<file path="src/rtl/core/cslex_pkg.sv">
// ----------------------------------------------------------------------------
// C source lexer statistics package
// Shared types, character constants and keyword tables for the byte-stream
// C lexer that keeps running source statistics.
// ----------------------------------------------------------------------------
package cslex_pkg;

  // Width of the internal saturating counters. Results carry the low 32 bits.
  localparam int unsigned COUNT_WIDTH = 32;
  localparam int unsigned OUT_WIDTH   = 32;

  typedef logic [COUNT_WIDTH-1:0] count_t;

  typedef enum logic [2:0] {
    MODE_TOP    = 3'd0,
    MODE_SLASH  = 3'd1,
    MODE_STRING = 3'd2,
    MODE_LINE   = 3'd3,
    MODE_BLOCK  = 3'd4,
    MODE_IDENT  = 3'd5,
    MODE_NUMBER = 3'd6
  } lex_mode_e;

  localparam logic [7:0] CH_TAB    = 8'h09;
  localparam logic [7:0] CH_LF     = 8'h0A;
  localparam logic [7:0] CH_VT     = 8'h0B;
  localparam logic [7:0] CH_FF     = 8'h0C;
  localparam logic [7:0] CH_CR     = 8'h0D;
  localparam logic [7:0] CH_SPACE  = 8'h20;
  localparam logic [7:0] CH_DQUOTE = 8'h22;
  localparam logic [7:0] CH_SQUOTE = 8'h27;
  localparam logic [7:0] CH_STAR   = 8'h2A;
  localparam logic [7:0] CH_DOT    = 8'h2E;
  localparam logic [7:0] CH_SLASH  = 8'h2F;
  localparam logic [7:0] CH_BSLASH = 8'h5C;

  localparam logic [7:0] UTF8_MASK2 = 8'hE0;
  localparam logic [7:0] UTF8_LEAD2 = 8'hC0;
  localparam logic [7:0] UTF8_MASK3 = 8'hF0;
  localparam logic [7:0] UTF8_LEAD3 = 8'hE0;
  localparam logic [7:0] UTF8_MASK4 = 8'hF8;
  localparam logic [7:0] UTF8_LEAD4 = 8'hF0;

  localparam logic [2:0] PRINTF_LEN = 3'd6;
  localparam logic [2:0] SCANF_LEN  = 3'd5;
  localparam logic [2:0] IDENT_MAX  = 3'd7;

  typedef struct packed {
    logic [7:0] data_byte;
    logic       end_marker;
  } in_item_t;

  typedef struct packed {
    logic [OUT_WIDTH-1:0] line_count;
    logic [OUT_WIDTH-1:0] char_count;
    logic [OUT_WIDTH-1:0] space_count;
    logic [OUT_WIDTH-1:0] printf_count;
    logic [OUT_WIDTH-1:0] scanf_count;
    logic [OUT_WIDTH-1:0] comment_count;
    logic                 done_res;
  } out_item_t;

  function automatic logic [7:0] printf_char(input logic [2:0] pos);
    logic [7:0] ch;
    unique case (pos)
      3'd0:    ch = 8'h70; // p
      3'd1:    ch = 8'h72; // r
      3'd2:    ch = 8'h69; // i
      3'd3:    ch = 8'h6E; // n
      3'd4:    ch = 8'h74; // t
      3'd5:    ch = 8'h66; // f
      default: ch = 8'h00;
    endcase
    return ch;
  endfunction

  function automatic logic [7:0] scanf_char(input logic [2:0] pos);
    logic [7:0] ch;
    unique case (pos)
      3'd0:    ch = 8'h73; // s
      3'd1:    ch = 8'h63; // c
      3'd2:    ch = 8'h61; // a
      3'd3:    ch = 8'h6E; // n
      3'd4:    ch = 8'h66; // f
      default: ch = 8'h00;
    endcase
    return ch;
  endfunction

  function automatic count_t sat_inc(input count_t v, input logic en);
    count_t r;
    r = v;
    if (en && (v != '1)) begin
      r = v + count_t'(1);
    end
    return r;
  endfunction

endpackage

</file>
<file path="src/rtl/core/cslex_in_reg.sv">
// ----------------------------------------------------------------------------
// Input register
// Holds one accepted byte until the lexer core can take it; the core takes
// it whenever the result register is free or is being emptied.
// ----------------------------------------------------------------------------
module cslex_in_reg (
  input  logic               clk_i,
  input  logic               rst_ni,
  input  logic               in_valid_i,
  output logic               in_stall_o,
  input  cslex_pkg::in_item_t in_data_i,
  input  logic               take_i,
  output logic               valid_o,
  output cslex_pkg::in_item_t item_o
);

  logic                valid_q, valid_d;
  cslex_pkg::in_item_t item_q;

  assign in_stall_o = valid_q && !take_i;
  assign valid_d    = in_valid_i || in_stall_o;

  always_ff @(posedge clk_i or negedge rst_ni) begin
    if (!rst_ni) begin
      valid_q <= 1'b0;
    end else begin
      valid_q <= valid_d;
    end
  end

  always_ff @(posedge clk_i) begin
    if (!in_stall_o && in_valid_i) begin
      item_q <= in_data_i;
    end
  end

  assign valid_o = valid_q;
  assign item_o  = item_q;

endmodule

</file>
<file path="src/rtl/core/cslex_core.sv">
// ----------------------------------------------------------------------------
// Lexer core
// Holds the lexer state and the saturating counters and works out, for one
// byte, the updated state and the result transaction carrying the counts.
// ----------------------------------------------------------------------------
module cslex_core (
  input  logic                 clk_i,
  input  logic                 rst_ni,
  input  logic                 fire_i,
  input  cslex_pkg::in_item_t  item_i,
  output cslex_pkg::out_item_t result_o
);

  cslex_pkg::lex_mode_e mode_q, mode_d;
  logic [1:0] utf8_rem_q, utf8_rem_d;
  logic       in_mb_q, in_mb_d;
  logic       quote_q, quote_d;
  logic       esc_q, esc_d;
  logic       star_q, star_d;
  logic [2:0] id_len_q, id_len_d;
  logic [1:0] kw_q, kw_d;
  cslex_pkg::count_t lines_q, lines_d, chars_q, chars_d, spaces_q, spaces_d;
  cslex_pkg::count_t printf_q, printf_d, scanf_q, scanf_d, comments_q, comments_d;
  cslex_pkg::count_t lines_n, chars_n, spaces_n, printf_n, scanf_n, comments_n;

  logic [7:0] b;
  logic       other, is_sp, is_al, is_dg, alnum;
  logic       restart, need_top, kw_upd, id_finish;
  logic [2:0] kw_len;
  logic [1:0] kw_m;
  logic       inc_line, inc_char, inc_space, inc_printf, inc_scanf, inc_comment;
  logic [1:0] lead_rem;

  assign b = item_i.data_byte;

  always_comb begin
    mode_d      = mode_q;
    utf8_rem_d  = utf8_rem_q;
    in_mb_d     = in_mb_q;
    quote_d     = quote_q;
    esc_d       = esc_q;
    star_d      = star_q;
    id_len_d    = id_len_q;
    kw_d        = kw_q;
    restart     = 1'b0;
    need_top    = 1'b0;
    kw_upd      = 1'b0;
    id_finish   = 1'b0;
    kw_len      = id_len_q;
    kw_m        = kw_q;
    inc_line    = 1'b0;
    inc_char    = 1'b0;
    inc_space   = 1'b0;
    inc_comment = 1'b0;
    lead_rem    = 2'd0;

    priority if ((b & cslex_pkg::UTF8_MASK2) == cslex_pkg::UTF8_LEAD2) begin
      lead_rem = 2'd1;
    end else if ((b & cslex_pkg::UTF8_MASK3) == cslex_pkg::UTF8_LEAD3) begin
      lead_rem = 2'd2;
    end else if ((b & cslex_pkg::UTF8_MASK4) == cslex_pkg::UTF8_LEAD4) begin
      lead_rem = 2'd3;
    end else begin
      lead_rem = 2'd0;
    end

    // Any byte with the top bit set is classed as an ordinary, non-special character.
    other = b[7];
    is_sp = !other && (b == cslex_pkg::CH_SPACE || b == cslex_pkg::CH_CR ||
                       b == cslex_pkg::CH_LF || b == cslex_pkg::CH_TAB ||
                       b == cslex_pkg::CH_FF || b == cslex_pkg::CH_VT);
    is_al = !other && ((b >= 8'h61 && b <= 8'h7A) || (b >= 8'h41 && b <= 8'h5A));
    is_dg = !other && (b >= 8'h30 && b <= 8'h39);
    alnum = is_al || is_dg;

    if (item_i.end_marker) begin
      restart   = 1'b1;
      id_finish = (mode_q == cslex_pkg::MODE_IDENT);
    end else if (in_mb_q) begin
      utf8_rem_d = (utf8_rem_q != 2'd0) ? utf8_rem_q - 2'd1 : 2'd0;
      in_mb_d    = (utf8_rem_d != 2'd0);
    end else begin
      utf8_rem_d = lead_rem;
      in_mb_d    = (lead_rem != 2'd0);
      inc_space  = is_sp;
      inc_line   = is_sp && (b == cslex_pkg::CH_LF);
      inc_char   = !is_sp;

      unique case (mode_q)
        cslex_pkg::MODE_SLASH: begin
          if (!other && b == cslex_pkg::CH_SLASH) begin
            mode_d = cslex_pkg::MODE_LINE;
          end else if (!other && b == cslex_pkg::CH_STAR) begin
            mode_d      = cslex_pkg::MODE_BLOCK;
            star_d      = 1'b1;
            inc_comment = 1'b1;
          end else begin
            need_top = 1'b1;
          end
        end
        cslex_pkg::MODE_STRING: begin
          if (esc_q) begin
            esc_d = 1'b0;
          end else if (!other && b == cslex_pkg::CH_BSLASH) begin
            esc_d = 1'b1;
          end else if (!other && b == (quote_q ? cslex_pkg::CH_SQUOTE
                                               : cslex_pkg::CH_DQUOTE)) begin
            mode_d = cslex_pkg::MODE_TOP;
          end
        end
        cslex_pkg::MODE_LINE: begin
          if (!other && b == cslex_pkg::CH_LF) begin
            mode_d = cslex_pkg::MODE_TOP;
          end
        end
        cslex_pkg::MODE_BLOCK: begin
          if (star_q && !other && b == cslex_pkg::CH_SLASH) begin
            star_d = 1'b0;
            mode_d = cslex_pkg::MODE_TOP;
          end else begin
            star_d = !other && (b == cslex_pkg::CH_STAR);
          end
        end
        cslex_pkg::MODE_IDENT: begin
          if (alnum) begin
            kw_upd = 1'b1;
          end else begin
            id_finish = 1'b1;
            need_top  = 1'b1;
          end
        end
        cslex_pkg::MODE_NUMBER: begin
          if (!(is_dg || (!other && b == cslex_pkg::CH_DOT))) begin
            need_top = 1'b1;
          end
        end
        default: begin
          need_top = 1'b1;
        end
      endcase

      if (need_top) begin
        mode_d = cslex_pkg::MODE_TOP;
        if (!other && (b == cslex_pkg::CH_DQUOTE || b == cslex_pkg::CH_SQUOTE)) begin
          mode_d  = cslex_pkg::MODE_STRING;
          quote_d = (b == cslex_pkg::CH_SQUOTE);
          esc_d   = 1'b0;
        end else if (!other && b == cslex_pkg::CH_SLASH) begin
          mode_d = cslex_pkg::MODE_SLASH;
        end else if (is_al) begin
          mode_d = cslex_pkg::MODE_IDENT;
          kw_upd = 1'b1;
          kw_len = 3'd0;
          kw_m   = 2'b11;
        end else if (is_dg || (!other && b == cslex_pkg::CH_DOT)) begin
          mode_d = cslex_pkg::MODE_NUMBER;
        end
      end

      if (kw_upd) begin
        kw_d = kw_m;
        if (!(kw_len < cslex_pkg::PRINTF_LEN && b == cslex_pkg::printf_char(kw_len))) begin
          kw_d[0] = 1'b0;
        end
        if (!(kw_len < cslex_pkg::SCANF_LEN && b == cslex_pkg::scanf_char(kw_len))) begin
          kw_d[1] = 1'b0;
        end
        id_len_d = (kw_len < cslex_pkg::IDENT_MAX) ? kw_len + 3'd1 : kw_len;
      end
    end

    inc_printf = id_finish && (id_len_q == cslex_pkg::PRINTF_LEN) && kw_q[0];
    inc_scanf  = id_finish && !inc_printf && (id_len_q == cslex_pkg::SCANF_LEN) && kw_q[1];
  end

  assign lines_n    = cslex_pkg::sat_inc(lines_q, inc_line);
  assign chars_n    = cslex_pkg::sat_inc(chars_q, inc_char);
  assign spaces_n   = cslex_pkg::sat_inc(spaces_q, inc_space);
  assign printf_n   = cslex_pkg::sat_inc(printf_q, inc_printf);
  assign scanf_n    = cslex_pkg::sat_inc(scanf_q, inc_scanf);
  assign comments_n = cslex_pkg::sat_inc(comments_q, inc_comment);

  // End of file reports the final counts and then returns everything to reset.
  assign lines_d    = restart ? cslex_pkg::count_t'(1) : lines_n;
  assign chars_d    = restart ? '0 : chars_n;
  assign spaces_d   = restart ? '0 : spaces_n;
  assign printf_d   = restart ? '0 : printf_n;
  assign scanf_d    = restart ? '0 : scanf_n;
  assign comments_d = restart ? '0 : comments_n;

  always_ff @(posedge clk_i or negedge rst_ni) begin
    if (!rst_ni) begin
      mode_q     <= cslex_pkg::MODE_TOP;
      utf8_rem_q <= 2'd0;
      in_mb_q    <= 1'b0;
      quote_q    <= 1'b0;
      esc_q      <= 1'b0;
      star_q     <= 1'b0;
      id_len_q   <= 3'd0;
      kw_q       <= 2'b11;
      lines_q    <= cslex_pkg::count_t'(1);
      chars_q    <= '0;
      spaces_q   <= '0;
      printf_q   <= '0;
      scanf_q    <= '0;
      comments_q <= '0;
    end else if (fire_i) begin
      if (restart) begin
        mode_q     <= cslex_pkg::MODE_TOP;
        utf8_rem_q <= 2'd0;
        in_mb_q    <= 1'b0;
        quote_q    <= 1'b0;
        esc_q      <= 1'b0;
        star_q     <= 1'b0;
        id_len_q   <= 3'd0;
        kw_q       <= 2'b11;
      end else begin
        mode_q     <= mode_d;
        utf8_rem_q <= utf8_rem_d;
        in_mb_q    <= in_mb_d;
        quote_q    <= quote_d;
        esc_q      <= esc_d;
        star_q     <= star_d;
        id_len_q   <= id_len_d;
        kw_q       <= kw_d;
      end
      lines_q    <= lines_d;
      chars_q    <= chars_d;
      spaces_q   <= spaces_d;
      printf_q   <= printf_d;
      scanf_q    <= scanf_d;
      comments_q <= comments_d;
    end
  end

  assign result_o.line_count    = cslex_pkg::OUT_WIDTH'(lines_n);
  assign result_o.char_count    = cslex_pkg::OUT_WIDTH'(chars_n);
  assign result_o.space_count   = cslex_pkg::OUT_WIDTH'(spaces_n);
  assign result_o.printf_count  = cslex_pkg::OUT_WIDTH'(printf_n);
  assign result_o.scanf_count   = cslex_pkg::OUT_WIDTH'(scanf_n);
  assign result_o.comment_count = cslex_pkg::OUT_WIDTH'(comments_n);
  assign result_o.done_res      = restart;

endmodule

</file>
<file path="src/rtl/core/c_source_lexer_statistics_top.sv">
// ----------------------------------------------------------------------------
// C source lexer statistics, top level
// Lexes a C source byte stream and returns running statistics for every byte.
// ----------------------------------------------------------------------------
// The accepting edge loads the input register; the result register is loaded
// when the byte moves on through the lexer core. Throughput: one byte per cycle,
// set by the single pass through the lexer core; the input stalls only while a
// result is held. Reset is asynchronous and active low; it empties both registers
// and returns the lexer and all counters to their start values.
module c_source_lexer_statistics_top (
  input  logic                 clk_i,
  input  logic                 rst_ni,
  input  logic                 in_valid_i,
  output logic                 in_stall_o,
  input  cslex_pkg::in_item_t  in_data_i,
  output logic                 out_valid_o,
  input  logic                 out_stall_i,
  output cslex_pkg::out_item_t out_data_o
);

  logic                 item_valid, fire;
  cslex_pkg::in_item_t  item;
  cslex_pkg::out_item_t result;
  logic                 out_valid_q, out_valid_d;
  cslex_pkg::out_item_t out_q;

  cslex_in_reg u_in_reg (
    .clk_i      (clk_i),
    .rst_ni     (rst_ni),
    .in_valid_i (in_valid_i),
    .in_stall_o (in_stall_o),
    .in_data_i  (in_data_i),
    .take_i     (fire),
    .valid_o    (item_valid),
    .item_o     (item)
  );

  // A byte moves on whenever the result register is empty or being drained.
  assign fire = item_valid && (!out_valid_q || !out_stall_i);

  cslex_core u_core (
    .clk_i    (clk_i),
    .rst_ni   (rst_ni),
    .fire_i   (fire),
    .item_i   (item),
    .result_o (result)
  );

  assign out_valid_d = fire || (out_valid_q && out_stall_i);

  always_ff @(posedge clk_i or negedge rst_ni) begin
    if (!rst_ni) begin
      out_valid_q <= 1'b0;
    end else begin
      out_valid_q <= out_valid_d;
    end
  end

  always_ff @(posedge clk_i) begin
    if (fire) begin
      out_q <= result;
    end
  end

  assign out_valid_o = out_valid_q;
  assign out_data_o  = out_q;

  a_eof_done : assert property (@(posedge clk_i) disable iff (!rst_ni)
    fire && item.end_marker |=> out_valid_q && out_q.done_res)
    else $error("end-of-file transaction did not produce a done result");

  a_byte_not_done : assert property (@(posedge clk_i) disable iff (!rst_ni)
    fire && !item.end_marker |=> out_valid_q && !out_q.done_res)
    else $error("data byte produced a done result");

  a_no_idle_stall : assert property (@(posedge clk_i) disable iff (!rst_ni)
    !out_valid_q |-> !in_stall_o)
    else $error("input stalled while the result register was empty");

  a_eof_restart : assert property (@(posedge clk_i) disable iff (!rst_ni)
    fire && item.end_marker ##1 fire |=> out_q.line_count != '0)
    else $error("line count lost its start value after end of file");

endmodule

</file>
<file path="config.mk">
export PLATFORM = sky130hd
export DESIGN_NAME = c_source_lexer_statistics_top
export DESIGN_NICKNAME = d
export VERILOG_FILES = /design/src/rtl/core/cslex_pkg.sv /design/src/rtl/core/cslex_in_reg.sv /design/src/rtl/core/cslex_core.sv /design/src/rtl/core/c_source_lexer_statistics_top.sv
export SDC_FILE = /design/constraint.sdc
export NUM_CORES = 1
export LEC_CHECK = 0
export ABC_AREA = 0
export BUFFER_PORTS_ARGS = -buffer_cell sky130_fd_sc_hd__buf_2
export CORE_MARGIN = 2
export CORE_UTILIZATION = 55
export DETAILED_ROUTE_END_ITERATION = 10
export PLACE_DENSITY = 0.75
export SYNTH_ARGS = -nofsm -noshare
export SYNTH_HDL_FRONTEND = slang
export SYNTH_SLANG_ARGS = --single-unit
</file>
<file path="constraint.sdc">
create_clock -name clk_i -period 8.45 [get_ports clk_i]
set_input_delay 0.4225 -clock clk_i [delete_from_list [all_inputs] [get_ports clk_i]]
set_output_delay 0.4225 -clock clk_i [all_outputs]
set_load 0.02 [all_outputs]
</file>
======== Word-level counts from Yosys, hierarchy flattened ========
Index checks and enable logic that the tools add are counted.
operators by class
  $add $sub $neg .......................... 8
  $lt $le $gt $ge ......................... 9
  eq/ne operators ......................... 55
  multiplexer cells ....................... 118
  reduce and logical (&&, ||, !) cells .... 70
operators by type and width
  cell                                                                                  count
  32-bit 2-to-1 mux                                                                     12
  32-bit by 1-bit adder with 32-bit output (second input constant)                      6
  32-bit != test (second input constant)                                                6
  3-bit 2-to-1 mux                                                                      27
  1-bit 2-to-1 mux                                                                      53
  8-bit by 6-bit == test with 1-bit output (second input constant)                      6
  8-bit 2-to-1 mux                                                                      6
  7-bit one-hot mux with 6 select lines                                                 1
  8-bit by 4-bit == test with 1-bit output (second input constant)                      5
  7-bit one-hot mux with 5 select lines                                                 1
  1-bit logical AND                                                                     33
  2-bit 2-to-1 mux                                                                      15
  3-bit == test (second input constant)                                                 8
  8-bit == test                                                                         3
  8-bit by 7-bit greater-or-equal comparator with 1-bit output (second input constant)  2
  8-bit by 7-bit <= comparator with 1-bit output (second input constant)                2
  8-bit AND reduction                                                                   2
  3-bit by 1-bit != test with 1-bit output (second input constant)                      5
  3-bit by 2-bit != test with 1-bit output (second input constant)                      5
  3-bit by 2-bit == test with 1-bit output (second input constant)                      4
  1-bit logical OR                                                                      12
  4-bit by 1-bit != test with 1-bit output (second input constant)                      3
  3-bit one-hot mux with 4 select lines                                                 1
  2-bit nonzero test                                                                    6
  other kinds (27)                                                                      36
word-level totals
  bits in registers ....................... 410
  output and inout bits ................... 195
  logic and storage cells ................. 286

======== Logic depth before layout (Yosys ltp) ========
Gate-level depths: netlist of run 1.
  word-level depth ........................ 24
  mapped depth ............................ 15
  mapped depth without buffers ............ 13

======== Cells and area by module ========
A second synthesis of run 1 with hierarchy kept.
second synthesis, totals
  cell total of the unflattened synthesis .. 1990
  area, all modules ....................... 21551.9 um^2
modules (own cells, without submodules)
  module                         times used  cells an instance  area an instance (um^2)  sequential area each (um^2)
  cslex_core                     1           1780               15384.8                  5158.7
  c_source_lexer_statistics_top  1           196                5839.4                   5820.6
  cslex_in_reg                   1           14                 327.8                    295.3

======== Least setup slack after synthesis of run 1 ========
No wires, ideal clock.
  path kind ............................... register to register
  start point ............................. register out_valid_q (netlist: out_valid_o)
  end point ............................... register out_q (netlist bit out_data_o[0]) (enable)
  arrival time ............................ 6.505 ns
  data required time ...................... 7.818 ns
  setup slack ............................. 1.313 ns
  stages on the path, launching flop included .. 6
  path buffers ............................ 2
  clock period less this slack ............ 7.137 ns
  cells stage by stage .................... dfrtp_1 nand2_1 nand2_1 clkinv_1 clkbuf_1 buf_1
on the way
  word-level cells in the longest chain between the ends .. 3
RTL lines
  item                    line                                 text
  from (decl)             c_source_lexer_statistics_top.sv:24  logic out_valid_q, out_valid_d;
  from (signal assigned)  c_source_lexer_statistics_top.sv:55  out_valid_q <= out_valid_d;
  1-bit zero test         c_source_lexer_statistics_top.sv:39  assign fire = item_valid && (!out_valid_q || !out_stall_i);
  1-bit logical OR        c_source_lexer_statistics_top.sv:39
  1-bit logical AND       c_source_lexer_statistics_top.sv:39
  via fire                c_source_lexer_statistics_top.sv:21  logic item_valid, fire;
  to (signal assigned)    c_source_lexer_statistics_top.sv:61  out_q <= result;
  to (decl)               c_source_lexer_statistics_top.sv:25  cslex_pkg::out_item_t out_q;
The timed path passes the listed nets, and every way through them passes these cells.
A chain may end at the register's enable or synchronous reset.

======== Worst setup path after layout of run 1 ========
  start point ............................. register u_in_reg.item_q (netlist bit u_in_reg.item_o[5])
  end point ............................... register u_core.kw_q[0]
on the way
  word-level cells in the longest chain between the ends .. 24
  elaborated cells on any way between the ends .. 69
  those cells by class .................... order compare (7); eq/ne (15); mux (30); reduce/logical (17)
RTL lines
  item                                                                                                                            line                text
  from (decl)                                                                                                                     cslex_in_reg.sv:18  cslex_pkg::in_item_t item_q;
  from (signal assigned)                                                                                                          cslex_in_reg.sv:33  item_q <= in_data_i;
  8-bit by 7-bit greater-or-equal comparator with 1-bit output or 8-bit by 7-bit <= comparator with 1-bit output (tied branches)  cslex_core.sv:72    is_al = !other && ((b >= 8'h61 && b <= 8'h7A) || (b >= 8'h41 && b <= 8'h5A));
  1-bit logical AND                                                                                                               cslex_core.sv:72
  1-bit logical OR                                                                                                                cslex_core.sv:72
  1-bit logical AND                                                                                                               cslex_core.sv:72
  1-bit logical OR                                                                                                                cslex_core.sv:74    alnum = is_al || is_dg;
  1-bit 2-to-1 mux                                                                                                                cslex_core.sv:125   if (alnum) begin
  1-bit one-hot mux with 4 select lines                                                                                           cslex_core.sv:89    unique case (mode_q)
  1-bit 2-to-1 mux                                                                                                                cslex_core.sv:79    end else if (in_mb_q) begin
  (+8 left out)                                                                                                                   -
  8-bit 2-to-1 mux                                                                                                                cslex_core.sv:76    if (item_i.end_marker) begin
  8-bit == test                                                                                                                   cslex_core.sv:162   if (!(kw_len < cslex_pkg::PRINTF_LEN && b == cslex_pkg::printf_char(kw_len))) begin
  1-bit logical AND                                                                                                               cslex_core.sv:162
  1-bit 2-to-1 mux                                                                                                                cslex_core.sv:162
  2-bit 2-to-1 mux                                                                                                                cslex_core.sv:160   if (kw_upd) begin
  2-bit 2-to-1 mux                                                                                                                cslex_core.sv:79
  2-bit 2-to-1 mux                                                                                                                cslex_core.sv:76
  2-bit 2-to-1 mux                                                                                                                cslex_core.sv:208   if (restart) begin
  to (signal assigned)                                                                                                            cslex_core.sv:225   kw_q <= kw_d;
  to (decl)                                                                                                                       cslex_core.sv:21    logic [1:0] kw_q, kw_d;
Several ways; a longest one is shown, not always the timed one. The select of a mux whose other input is x is not followed.

==> metrics.md, run 1 <==
| Metric | Value |
|---|---|
| CTS buffer count | `43` |
| Net Switching | `roughly 1.4 mW` |
| Most frequent cells in the layout | `258 x nand2_1, 206 x buf_2, 205 x dfrtp_1` |
| Vias | `16,821` |
| Fillers | `3,100` |
| Clk_skew | `between 0.009 and 0.01 ns` |
| WP data arrival | `4.53 ns` |
| Critical path required time | `8.95 ns` |
| Area delta synth->final | `12.4%` |
| Layout cells sized above 1 | `0.140` |
| Peak supply drop | `0.139 mV` |
| Overflow after GRT | `0` |
| I/O Buffers | `207` |
| Cell Pwr Density | `207 nW/um^2` |
| Crit-path cells | `nor4b_1, a41o_1, or3_1, and2_1, inv_1, ha_1, nor2b_1, xnor2_1, o31ai_1, a41oi_1, or3_1, o31a_1, nor2_1` |
| Vias in the first global route | `~15,000` |
| Clk Latency, worst-skew pair | `0.56 ns` |
| R2R Path End | `u_core.kw_q[0]` |
| Leak | `10.4 nW` |
| Post-synthesis simple-gate area fraction | `0.206` |
| CP max stage cell | `edfxtp_1` |
| Beginning of the worst register-to-register path | `u_in_reg.item_o[5]` |
| Multiplexer share of the synthesized area | `0.0679` |
| Number of flops mapped to enable cells by yosys | `just over 200` |
| Final WL | `50,300 um` |
| CTS tree | `done` |
| Vias per inst | `5.96` |
| Core area | `around 39,000 um^2` |
| Post-Synth XOR/XNOR Area | `0.0773` |
| Cell Int Power | `3.68 mW` |
| FMAX | `around 250 MHz` |
| Syn Area/Cell | `10.1 um^2` |
| Final setup violating endpoints | `0` |
| WHS | `0.0361 ns` |
| Die H | `203 um` |
| HPWL after DPL | `~32,000 um` |
| Final Util | `0.629` |
| Pins Over Slew Limit | `0` |
| Yosys cell types | `73` |
| Critical Path Max Stage Delay | `0.65 ns` |
| Cells after synthesis | `2,155` |
| Minimum clock period | `4.03 ns` |
| Final nets | `around 2,300` |
| Initial antenna violation count | `0` |
| Depth of the most critical reg-to-reg path | `13` |
| Reg area | `about 11,000 um^2` |
| Compound-gate portion of the synthesized area | `0.0901` |
| I/O Pins | `208` |
| Type of origin of the critical path | `register` |
| Syn_nets | `2,179` |
| Cts repair resizes | `0` |
| Switching portion of total power | `0.273` |
| RSZ-0062 raised after global routing | `false` |
| FF+latch count, synth | `410` |
| Buffer depth of the longest clock path | `3` |
| Combinational share of power | `0.129` |
| Final hold violation count | `0` |
| Routed WL per cell | `17.8 um` |
| R2R setup slack | `around 4.4 ns` |
| Share of the cycle needed by the critical path after routing | `0.477` |
| Synth Area in Adders | `0.00633` |
| Gr usage total | `0.243` |
| Area of the multi-input gates | `9750 um^2` |
| Warnings from Yosys | `0` |
| Setup crit start | `u_in_reg.item_o[5]` |
| ANT cells | `0` |
| Worst path most repeated cell | `or3_1` |
| Clock Tree Root | `clkbuf_16` |
| Slew HR | `0.164` |
| DRT Pass-1 Iters | `5` |
| HP Class | `input pin to register` |
| Setup tns final | `0 ns` |
| Clock share of power | `0.392` |
| Sequential power share | `0.479` |
| # clock sinks | `410` |
| Die area | `about 40,000 um^2` |
| Starting density of the core | `0.560` |
| Main combinational cell family by area after synthesis | `simple AND/OR/NAND/NOR gates` |
| First-pass GRT wire length | `slightly above 80,000 um` |
| Max-Cap Viols | `0` |
| # H-tree levels | `2` |
| Die width | `about 200 um` |
| Netlist Area Pre-Place | `between 20,000 and 25,000 um^2` |
| RD Place Congestion | `0.949` |
| Slew @ Worst Pin | `1.24 ns` |
| Total power | `5.07 mW` |
| Post-route ant nets | `0` |
| Worst-path clk slew | `0.06 ns` |
| Most common cell after layout, fill and taps aside | `nand2_1` |
| Sequential fraction of the synthesis area | `0.518` |
| Largest net degree at the start of global routing | `159` |
| CP endpoint kind | `register` |
| Worst hold start | `in_data_i[5]` |
| Crit Path Max Fanout | `17` |
| Critical path type | `register to register` |
| Critical Path Sink | `u_core.kw_q[0]` |
| Async set or reset register ratio after synthesis | `0.507` |
| Status | `finished, final reports clean` |
| Post-CTS setup buffers | `0` |
| Row cnt | `72` |
| Initial drt markers | `1,665` |
| Drc violations | `0` |
| Main synth FF type | `dfrtp_1` |
[Yosys cell counts, types with 21 or more instances]
cell type | instances | share of area
a21oi_1 | 31 | 0.0071
or3_1 | 22 | 0.0063
nand2_1 | 259 | 0.045
and3_1 | 50 | 0.014
xor2_1 | 80 | 0.032
nor3_1 | 72 | 0.017
xnor2_1 | 112 | 0.045
o21ai_0 | 144 | 0.033
and4_1 | 21 | 0.0085
dfrtp_1 | 205 | 0.24
nor2_1 | 202 | 0.035
nand4_1 | 61 | 0.018
inv_1 | 38 | 0.0066
clkbuf_1 | 123 | 0.021
edfxtp_1 | 202 | 0.28
nand3_1 | 96 | 0.022
mux2i_1 | 142 | 0.065
[worst min path at each step]
stage,endpoint,cells after the start,slack (ns)
global placement,u_core.printf_q[29],2,0.51
detailed placement,u_core.kw_q[0],2,0.51
global route,u_in_reg.item_o[8],1,0.01
finish,u_in_reg.item_o[5],1,0.04
CTS,u_in_reg.item_o[1],1,0.006
floorplan,out_valid_o,0,0.13
[critical path, delay by kind of cell, from the launching register on]
kind | cells | cell delay (ns)
and+or+nand+nor | 6 | 1.75
DFF | 1 | 0.65
xor gates and xnor gates | 1 | 0.08
AOI/OAI and AO/OA | 4 | 1.13
buffers and inverters | 1 | 0.09
adders and majority gates | 1 | 0.27
[area by class of cell]
cell class,instances,share of cell area
clock buffer,52,0.0488
multi-input combinational,1558,0.399
clock inverter,25,0.0114
inverter,40,0.00645
timing repair buffer,219,0.0465
tap,518,0.0265
sequential,410,0.461
[cell families after synthesis]
| kind of cell | after synthesis |
|---|---|
| AOI/OAI and AO/OA | 312 |
| xor gates and xnor gates | 192 |
| muxes | 147 |
| adders and majority gates | 11 |
| and+or+nand+nor | 896 |
| buffers and inverters | 187 |
| DFF | 410 |
[flip-flops by register name, indices dropped and copies added (netlist names), 2 cells and up]
signal and cells:
out_data_o 193, u_core.chars_q 32, u_core.comments_q 32, u_core.id_len_q 3
u_core.kw_q 2, u_core.lines_q 32, u_core.mode_q 3, u_core.printf_q 32
u_core.scanf_q 32, u_core.spaces_q 32, u_core.utf8_rem_q 2, u_in_reg.item_o 9
[through the flow]
step / setup slack [ns] / std cells / cell area, um^2
final: 4.42 / 2822 / 24400
after global routing: 4.15 / 2822 / 24400
after CTS: 4.52 / 2822 / 24400
after detailed placement: 4.56 / 2744 / 23000
after global placement: 4.76 / 2744 / 23000
after floorplan: 1.31 / 2155 / 21800
[power groups by stage]
stage / logic, mW / clock network (mW) / registers [mW]
2_1_floorplan: 0.380 / 0 / 2.53
3_3_place_gp: 0.637 / 0 / 2.45
3_5_place_dp: 0.654 / 0 / 2.46
4_1_cts: 0.659 / 2.02 / 2.43
5_1_grt: 0.725 / 2.10 / 2.45
6_report: 0.655 / 1.98 / 2.43
[layer usage]
metal,up-vias,global-route usage,wire [um]
met5,-,0,0
met4,0,0.0837,1480
met3,107,0.0363,3370
met2,604,0.375,23300
met1,8124,0.352,22200
li1,7986,-,-
[what timing repair did]
action / CTS / global route
endpoints found under the setup margin: 0 / 0
hold buffers: 1 / 0
hold endpoints to repair: 78 / 0
Power figures use the tool's default switching activity.
==> inputs of run 2 (changes only) <==
--- a/config.mk
+++ b/config.mk
@@ -8,9 +8,9 @@
 export ABC_AREA = 0
 export BUFFER_PORTS_ARGS = -buffer_cell sky130_fd_sc_hd__buf_2
 export CORE_MARGIN = 2
-export CORE_UTILIZATION = 55
+export CORE_UTILIZATION = 54
 export DETAILED_ROUTE_END_ITERATION = 10
-export PLACE_DENSITY = 0.75
+export PLACE_DENSITY = 0.77
 export SYNTH_ARGS = -nofsm -noshare
 export SYNTH_HDL_FRONTEND = slang
 export SYNTH_SLANG_ARGS = --single-unit
==> constraint.sdc (replaced) <==
create_clock -name clk_i -period 3.53 [get_ports clk_i]
set_input_delay 0.1765 -clock clk_i [delete_from_list [all_inputs] [get_ports clk_i]]
set_output_delay 0.1765 -clock clk_i [all_outputs]
set_load 0.02 [all_outputs]
==> metrics.md, run 2 (synthesis results as in run 1) <==
| Metric | Value |
|---|---|
| Leak | `10.6 nW (was 10.4 nW)` |
| Combinational share of power | `0.141 (was 0.129)` |
| Met1 wire length | `22,100 um (was 22,200 um)` |
| First-pass GRT wire length | `81,500 um (was 80,800 um)` |
| RD Place Congestion | `0.867 (was 0.949)` |
| Peak supply drop | `0.354 mV (was 0.139 mV)` |
| I/O Buffers | `207 (unchanged)` |
| FMAX | `297 MHz (was 248 MHz)` |
| Type of origin of the critical path | `register (unchanged)` |
| # H-tree levels | `2 (unchanged)` |
| Clk_skew | `0.0160 ns (was 0.00937 ns)` |
| Pins Over Slew Limit | `0 (unchanged)` |
| Placed cell count | `2,786 (was 2,744)` |
| HPWL after DPL | `33,700 um (was 32,500 um)` |
| Crit Path Max Fanout | `13 (was 17)` |
| Vias | `17,004 (was 16,821)` |
| Largest net degree at the start of global routing | `185 (was 159)` |
| Final WL | `50,600 um (was 50,300 um)` |
| CTS buffer count | `44 (was 43)` |
| Status | `finished, final reports clean (unchanged)` |
| Net Switching | `3.31 mW (was 1.38 mW)` |
| Most frequent cells in the layout | `258 x nand2_1, 206 x buf_2, 205 x dfrtp_1 (unchanged)` |
| R2R setup slack | `0.16 ns (was 4.42 ns)` |
| Max-Cap Viols | `0 (unchanged)` |
| Clock Tree Root | `clkbuf_16 (unchanged)` |
| Cell Pwr Density | `477 nW/um^2 (was 207 nW/um^2)` |
| Starting density of the core | `0.547 (was 0.560)` |
| Sequential power share | `0.489 (was 0.479)` |
| Slew @ Worst Pin | `0.997 ns (was 1.24 ns)` |
| WP data arrival | `3.78 ns (was 4.53 ns)` |
| Most common cell after layout, fill and taps aside | `nand2_1 (unchanged)` |
| Area delta synth->final | `14.2% (was 12.4%)` |
| HP Class | `input pin to async pin (was input pin to register)` |
| Switching portion of total power | `0.279 (was 0.273)` |
| Post-route ant nets | `0 (unchanged)` |
| Initial drt markers | `1,565 (was 1,665)` |
| Slew HR | `0.335 (was 0.164)` |
| CTS tree | `done (unchanged)` |
| Final hold violation count | `0 (unchanged)` |
| Layout cells sized above 1 | `0.153 (was 0.140)` |
| Row cnt | `73 (was 72)` |
| # clock sinks | `410 (unchanged)` |
| Buffer depth of the longest clock path | `3 (unchanged)` |
| Max reg flops | `193 (unchanged)` |
| Routed wl met3 | `3130 um (was 3370 um)` |
| Total power | `11.9 mW (was 5.07 mW)` |
| Initial antenna violation count | `0 (unchanged)` |
| Final nets | `2,347 (was 2,296)` |
| Final setup violating endpoints | `0 (unchanged)` |
| Die area | `41,900 um^2 (was 41,200 um^2)` |
| Vias per inst | `5.90 (was 5.96)` |
| Clk Latency, worst-skew pair | `0.57 ns (was 0.56 ns)` |
| DRT Pass-1 Iters | `5 (unchanged)` |
| Critical path type | `register to register (unchanged)` |
| Drc violations | `0 (unchanged)` |
| Overflow after GRT | `0 (unchanged)` |
| Post-Layout Inst Area | `24,800 um^2 (was 24,400 um^2)` |
| Routed WL per cell | `17.6 um (was 17.8 um)` |
| DP Area | `23,300 um^2 (was 23,000 um^2)` |
| Core area | `39,700 um^2 (was 38,800 um^2)` |
| ANT cells | `0 (unchanged)` |
| Clock share of power | `0.371 (was 0.392)` |
| Share of the cycle needed by the critical path after routing | `0.954 (was 0.477)` |
| CP endpoint kind | `register (unchanged)` |
| Post-route insts no fill | `2,884 (was 2,822)` |
| Die width | `205 um (was 203 um)` |
| Worst-path clk slew | `0.06 ns (about the same)` |
| Vias in the first global route | `15,747 (was 15,496)` |
| Die H | `205 um (was 203 um)` |
| I/O Pins | `208 (unchanged)` |
| Cell Int Power | `8.55 mW (was 3.68 mW)` |
| Gr usage total | `0.241 (was 0.243)` |
| Minimum clock period | `3.37 ns (was 4.03 ns)` |
| Critical path required time | `3.94 ns (was 8.95 ns)` |
| Top Layer Used | `met4 (unchanged)` |
| Met2 WL | `24,000 um (was 23,300 um)` |
## run 2: cell count changes in the layout (fill, tap and decap cells not counted), moves of 4 or more
cell / before / now
buf_4: 11 / 43
buf_12: 0 / 6
dlygate4sd3_1: 1 / 13
clkbuf_1: 4 / 11
bufinv_16: 6 / 1
clkinv_2: 12 / 8
## run 2: repair_timing
action                     CTS  global route
gates resized for setup      0             4
hold buffers                13             0
hold endpoints to repair    92             0
setup endpoints to repair    0             2
setup buffers                0             3
## run 2: final timing paths
path                                     from                   to  cells after the start
min in group clk_i               in_data_i[4]   u_in_reg.item_o[4]                      2
max in group asynchronous              rst_ni  u_core.printf_q[23]                      3
setup reg to reg           u_in_reg.item_o[5]   u_core.lines_q[27]                      8
setup / recovery           u_in_reg.item_o[5]   u_core.lines_q[27]                      8
hold reg to reg                u_core.kw_q[0]       u_core.kw_q[0]                      2
hold / removal                         rst_ni   u_core.chars_q[12]                      2
## run 2: cell type report
cell class                 count  area (um^2)
inverter                      40          158
clock buffer                  61         1240
timing repair buffer         269         1620
clock inverter                21          136
sequential                   410        11300
multi-input combinational   1558         9770
tap                          525          657
fill                        3184        14900
## run 2: critical path: stages (launching register included)
cell,delay [ns]
edfxtp_1,0.50
buf_4,0.23
or4b_1,0.73
nor4_4,0.41
o211ai_1,0.16
or4_1,0.64
nor3_4,0.25
mux2i_1,0.22
o21ai_1,0.07
## run 2: stage by stage
stage	hold WS, ns	worst slack, ns	util	setup TNS [ns]
global route	0.317	-0.00647	0.625	-0.00647
finish	0.258	0.161	0.625	0
CTS	0.288	0.125	0.624	0
detailed placement	0.313	0.130	0.586	0
floorplan	-0.119	0.180	-	0
global placement	0.310	0.204	0.586	0
## run 2: layer usage
metal / GRT usage / vias to the layer above
met1: 0.339 / 8278
li1: - / 8089
met2: 0.382 / 549
met4: 0.0800 / 0
met3: 0.0412 / 88
met5: 0 / -
## run 2: power by group through the flow
stage,Sequential [mW],Combinational (mW),Clock (mW)
final,5.79,1.67,4.40
after global routing,5.84,1.84,4.72
after CTS,5.78,1.67,4.51
after detailed placement,5.87,1.64,0
after global placement,5.85,1.61,0
after floorplan,6.01,0.911,0
==> inputs of run 3 (changes only) <==
--- a/config.mk
+++ b/config.mk
@@ -5,7 +5,7 @@
 export SDC_FILE = /design/constraint.sdc
 export NUM_CORES = 1
 export LEC_CHECK = 0
-export ABC_AREA = 0
+export ABC_AREA = 1
 export BUFFER_PORTS_ARGS = -buffer_cell sky130_fd_sc_hd__buf_2
 export CORE_MARGIN = 2
 export CORE_UTILIZATION = 54
==> metrics.md, run 3 <==
| Metric | Value |
|---|---|
| Status | `finished, final reports clean (unchanged)` |
| Vias | `17,771 (was 17,004)` |
| Cells after synthesis | `2,474 (was 2,155)` |
| WP data arrival | `3.67 ns (was 3.78 ns)` |
| Leak | `10.9 nW (was 10.6 nW)` |
| Buffer depth of the longest clock path | `3 (unchanged)` |
| Die width | `203 um (was 205 um)` |
| Placed cell count | `3,158 (was 2,786)` |
| Netlist Area Pre-Place | `21,500 um^2 (was 21,800 um^2)` |
| RSZ-0062 raised after global routing | `false` |
| Critical path type | `register to register (unchanged)` |
| Most common cell after layout, fill and taps aside | `nand2_1 (unchanged)` |
| Largest net degree at the start of global routing | `96 (was 185)` |
| Final setup violating endpoints | `0 (unchanged)` |
| Vias per inst | `5.46 (was 5.90)` |
| I/O Pins | `208 (unchanged)` |
| Async set or reset register ratio after synthesis | `0.507 (unchanged)` |
| I/O Buffers | `207 (unchanged)` |
| Number of flops mapped to enable cells by yosys | `202 (unchanged)` |
| FMAX | `318 MHz (was 297 MHz)` |
| Slew HR | `0.409 (was 0.335)` |
| Post-route insts no fill | `3,257 (was 2,884)` |
| Yosys cell types | `54 (was 73)` |
| Syn Area/Cell | `8.67 um^2 (was 10.1 um^2)` |
| Critical Path Max Stage Delay | `0.42 ns (was 0.73 ns)` |
| ANT cells | `0 (unchanged)` |
| # clock sinks | `410 (unchanged)` |
| Crit Path Max Fanout | `8 (was 13)` |
| Max reg flops | `193 (unchanged)` |
| Initial drt markers | `1,293 (was 1,565)` |
| Type of origin of the critical path | `register (unchanged)` |
| Initial antenna violation count | `0 (unchanged)` |
| Worst path most repeated cell | `nand2_1` |
| Largest cells by area after synthesis | `edfxtp_1 28%, dfrtp_1 24%, nand2_1 11% (was edfxtp_1 28%, dfrtp_1 24%, mux2i_1 6.5%)` |
| Share of the synthesized area in the top cell type | `0.283 (was 0.279)` |
| Final nets | `2,720 (was 2,347)` |
| First-pass GRT wire length | `89,700 um (was 81,500 um)` |
| Pins Over Slew Limit | `0 (unchanged)` |
| Layout cells sized above 1 | `0.128 (was 0.153)` |
| Setup tns final | `0 ns (unchanged)` |
| Final Util | `0.626 (was 0.625)` |
| Post-route ant nets | `0 (unchanged)` |
| Area delta synth->final | `15.1% (was 14.2%)` |
| Die H | `203 um (was 205 um)` |
| Final WL | `55,600 um (was 50,600 um)` |
| RD Place Congestion | `0.980 (was 0.867)` |
| Crit-path cells | `inv_1, nand2_1, nor2_4, nand2_1, nand3_1, nand3_1, nand2_2, nand2_1, inv_1, ha_1, ha_1, xnor2_1, nand3_1, a21oi_1, nand3_1, nor2_1, nand3_1, nand2_1, nand2_1, nand2_1 (was buf_4, or4b_1, nor4_4, o211ai_1, or4_1, nor3_4, mux2i_1, o21ai_1)` |
| Cell Pwr Density | `477 nW/um^2 (about the same)` |
| FF+latch count, synth | `410 (unchanged)` |
| Crit path max-delay family | `simple AND/OR/NAND/NOR gates (unchanged)` |
| HPWL after DPL | `39,700 um (was 33,700 um)` |
| Row cnt | `73 (unchanged)` |
| Fillers | `3,398 (was 3,184)` |
| DRT Pass-1 Iters | `5 (unchanged)` |
| Max-Cap Viols | `0 (unchanged)` |
| Routed WL per cell | `17.1 um (was 17.6 um)` |
| Gr usage total | `0.271 (was 0.241)` |
| Minimum clock period | `3.15 ns (was 3.37 ns)` |
| Area of the multi-input gates | `8460 um^2 (was 9770 um^2)` |
| Starting density of the core | `0.544 (was 0.547)` |
| Share of the cycle needed by the critical path after routing | `0.891 (was 0.954)` |
| Slew @ Worst Pin | `0.887 ns (was 0.997 ns)` |
| Clock Tree Root | `clkbuf_16 (unchanged)` |
| Main synth FF type | `dfrtp_1 (unchanged)` |
| Final hold violation count | `0 (unchanged)` |
| Core area | `39,500 um^2 (was 39,700 um^2)` |
| HP Class | `input pin to async pin (unchanged)` |
| Syn_nets | `2,498 (was 2,179)` |
| # H-tree levels | `2 (unchanged)` |
| Peak supply drop | `0.314 mV (was 0.354 mV)` |
| Clk Latency, worst-skew pair | `0.58 ns (was 0.57 ns)` |
| Dominant cell by count in the synthesized netlist | `nand2_1 (unchanged)` |
| Reg area | `11,300 um^2 (unchanged)` |
| Die area | `41,300 um^2 (was 41,900 um^2)` |
| CTS buffer count | `44 (unchanged)` |
| Total power | `11.8 mW (was 11.9 mW)` |
| Critical path required time | `4.05 ns (was 3.94 ns)` |
| Vias in the first global route | `17,137 (was 15,747)` |
| Most frequent cells in the layout | `620 x nand2_1, 366 x inv_1, 206 x buf_2 (was 258 x nand2_1, 206 x buf_2, 205 x dfrtp_1)` |
| Clk_skew | `0.0200 ns (was 0.0160 ns)` |
| CTS tree | `done (unchanged)` |
| WP buf/inv | `2 (was 1)` |
| Warnings from Yosys | `0 (unchanged)` |
| CP max stage cell | `edfxtp_1 (was or4b_1)` |
| Drc violations | `0 (unchanged)` |
| Overflow after GRT | `0 (unchanged)` |
| Synth area leader | `edfxtp_1 (unchanged)` |
| Sequential fraction of the synthesis area | `0.525 (was 0.518)` |
| Most frequent cells after synthesis | `621 x nand2_1, 367 x inv_1, 206 x nor2_1, 205 x dfrtp_1, 202 x edfxtp_1 (was 259 x nand2_1, 205 x dfrtp_1, 202 x edfxtp_1, 202 x nor2_1, 144 x o21ai_0)` |
| Cts repair resizes | `0 (unchanged)` |
| CP endpoint kind | `register (unchanged)` |
| Worst-path clk slew | `0.06 ns (about the same)` |
## run 3: what timing repair did
action | CTS | global route
hold buffers | 12 | 0
setup buffers | 0 | 5
hold endpoints to repair | 101 | 0
endpoints found under the setup margin | 0 | 1
## run 3: metal layers
metal,vias to the layer above,wire length [um],track usage
met2,558,25600,0.425
li1,8559,-,-
met4,0,1370,0.0813
met5,-,0,0
met1,8557,25300,0.390
met3,97,3310,0.0443
## run 3: logic make-up after synthesis
logic type	Yosys count	synth area share
AOI/OAI and AO/OA	293	0.0797
adders and majority gates	11	0.00641
buffers and inverters	445	0.0809
DFF	410	0.525
muxes	32	0.0151
and+or+nand+nor	1104	0.219
xor gates and xnor gates	179	0.0734
## run 3: where the power goes
part | switching [mW] | internal, mW
registers | 0.186 | 5.34
logic | 1.14 | 0.456
clock network | 1.96 | 2.69
total | 3.29 | 8.48
## run 3: per-stage QoR
step / area (um^2) / setup WS (ns) / hold slack (ns)
after CTS: 24600 / 0.398 / 0.274
after detailed placement: 23100 / 0.439 / 0.322
after global placement: 23100 / 0.467 / 0.320
after global routing: 24700 / 0.0198 / 0.285
after floorplan: 21500 / 0.494 / -0.119
final: 24700 / 0.385 / 0.246
## run 3: area by class of cell
type | count | area share
Clock buffer | 56 | 0.0497
Clock inverter | 26 | 0.00892
Inverter | 376 | 0.0577
Multi-Input combinational cell | 1619 | 0.343
Sequential cell | 410 | 0.457
Tap cell | 525 | 0.0266
Timing Repair Buffer | 245 | 0.0576
## run 3: path summary, 6_finish.rpt
| check | from | endpoint | slack (ns) | cells past startpoint |
|---|---|---|---|---|
| max | u_in_reg.item_o[7] | u_core.kw_q[1] | 0.38 | 20 |
| min | rst_ni | u_core.printf_q[8] | 0.25 | 2 |
| max reg2reg | u_in_reg.item_o[7] | u_core.kw_q[1] | 0.38 | 20 |
| min reg2reg | u_core.utf8_rem_q[0] | u_core.utf8_rem_q[0] | 0.49 | 2 |
| max in group asynchronous | rst_ni | u_core.kw_q[0] | 2.22 | 3 |
| min in group clk_i | in_data_i[7] | u_in_reg.item_o[7] | 0.30 | 2 |
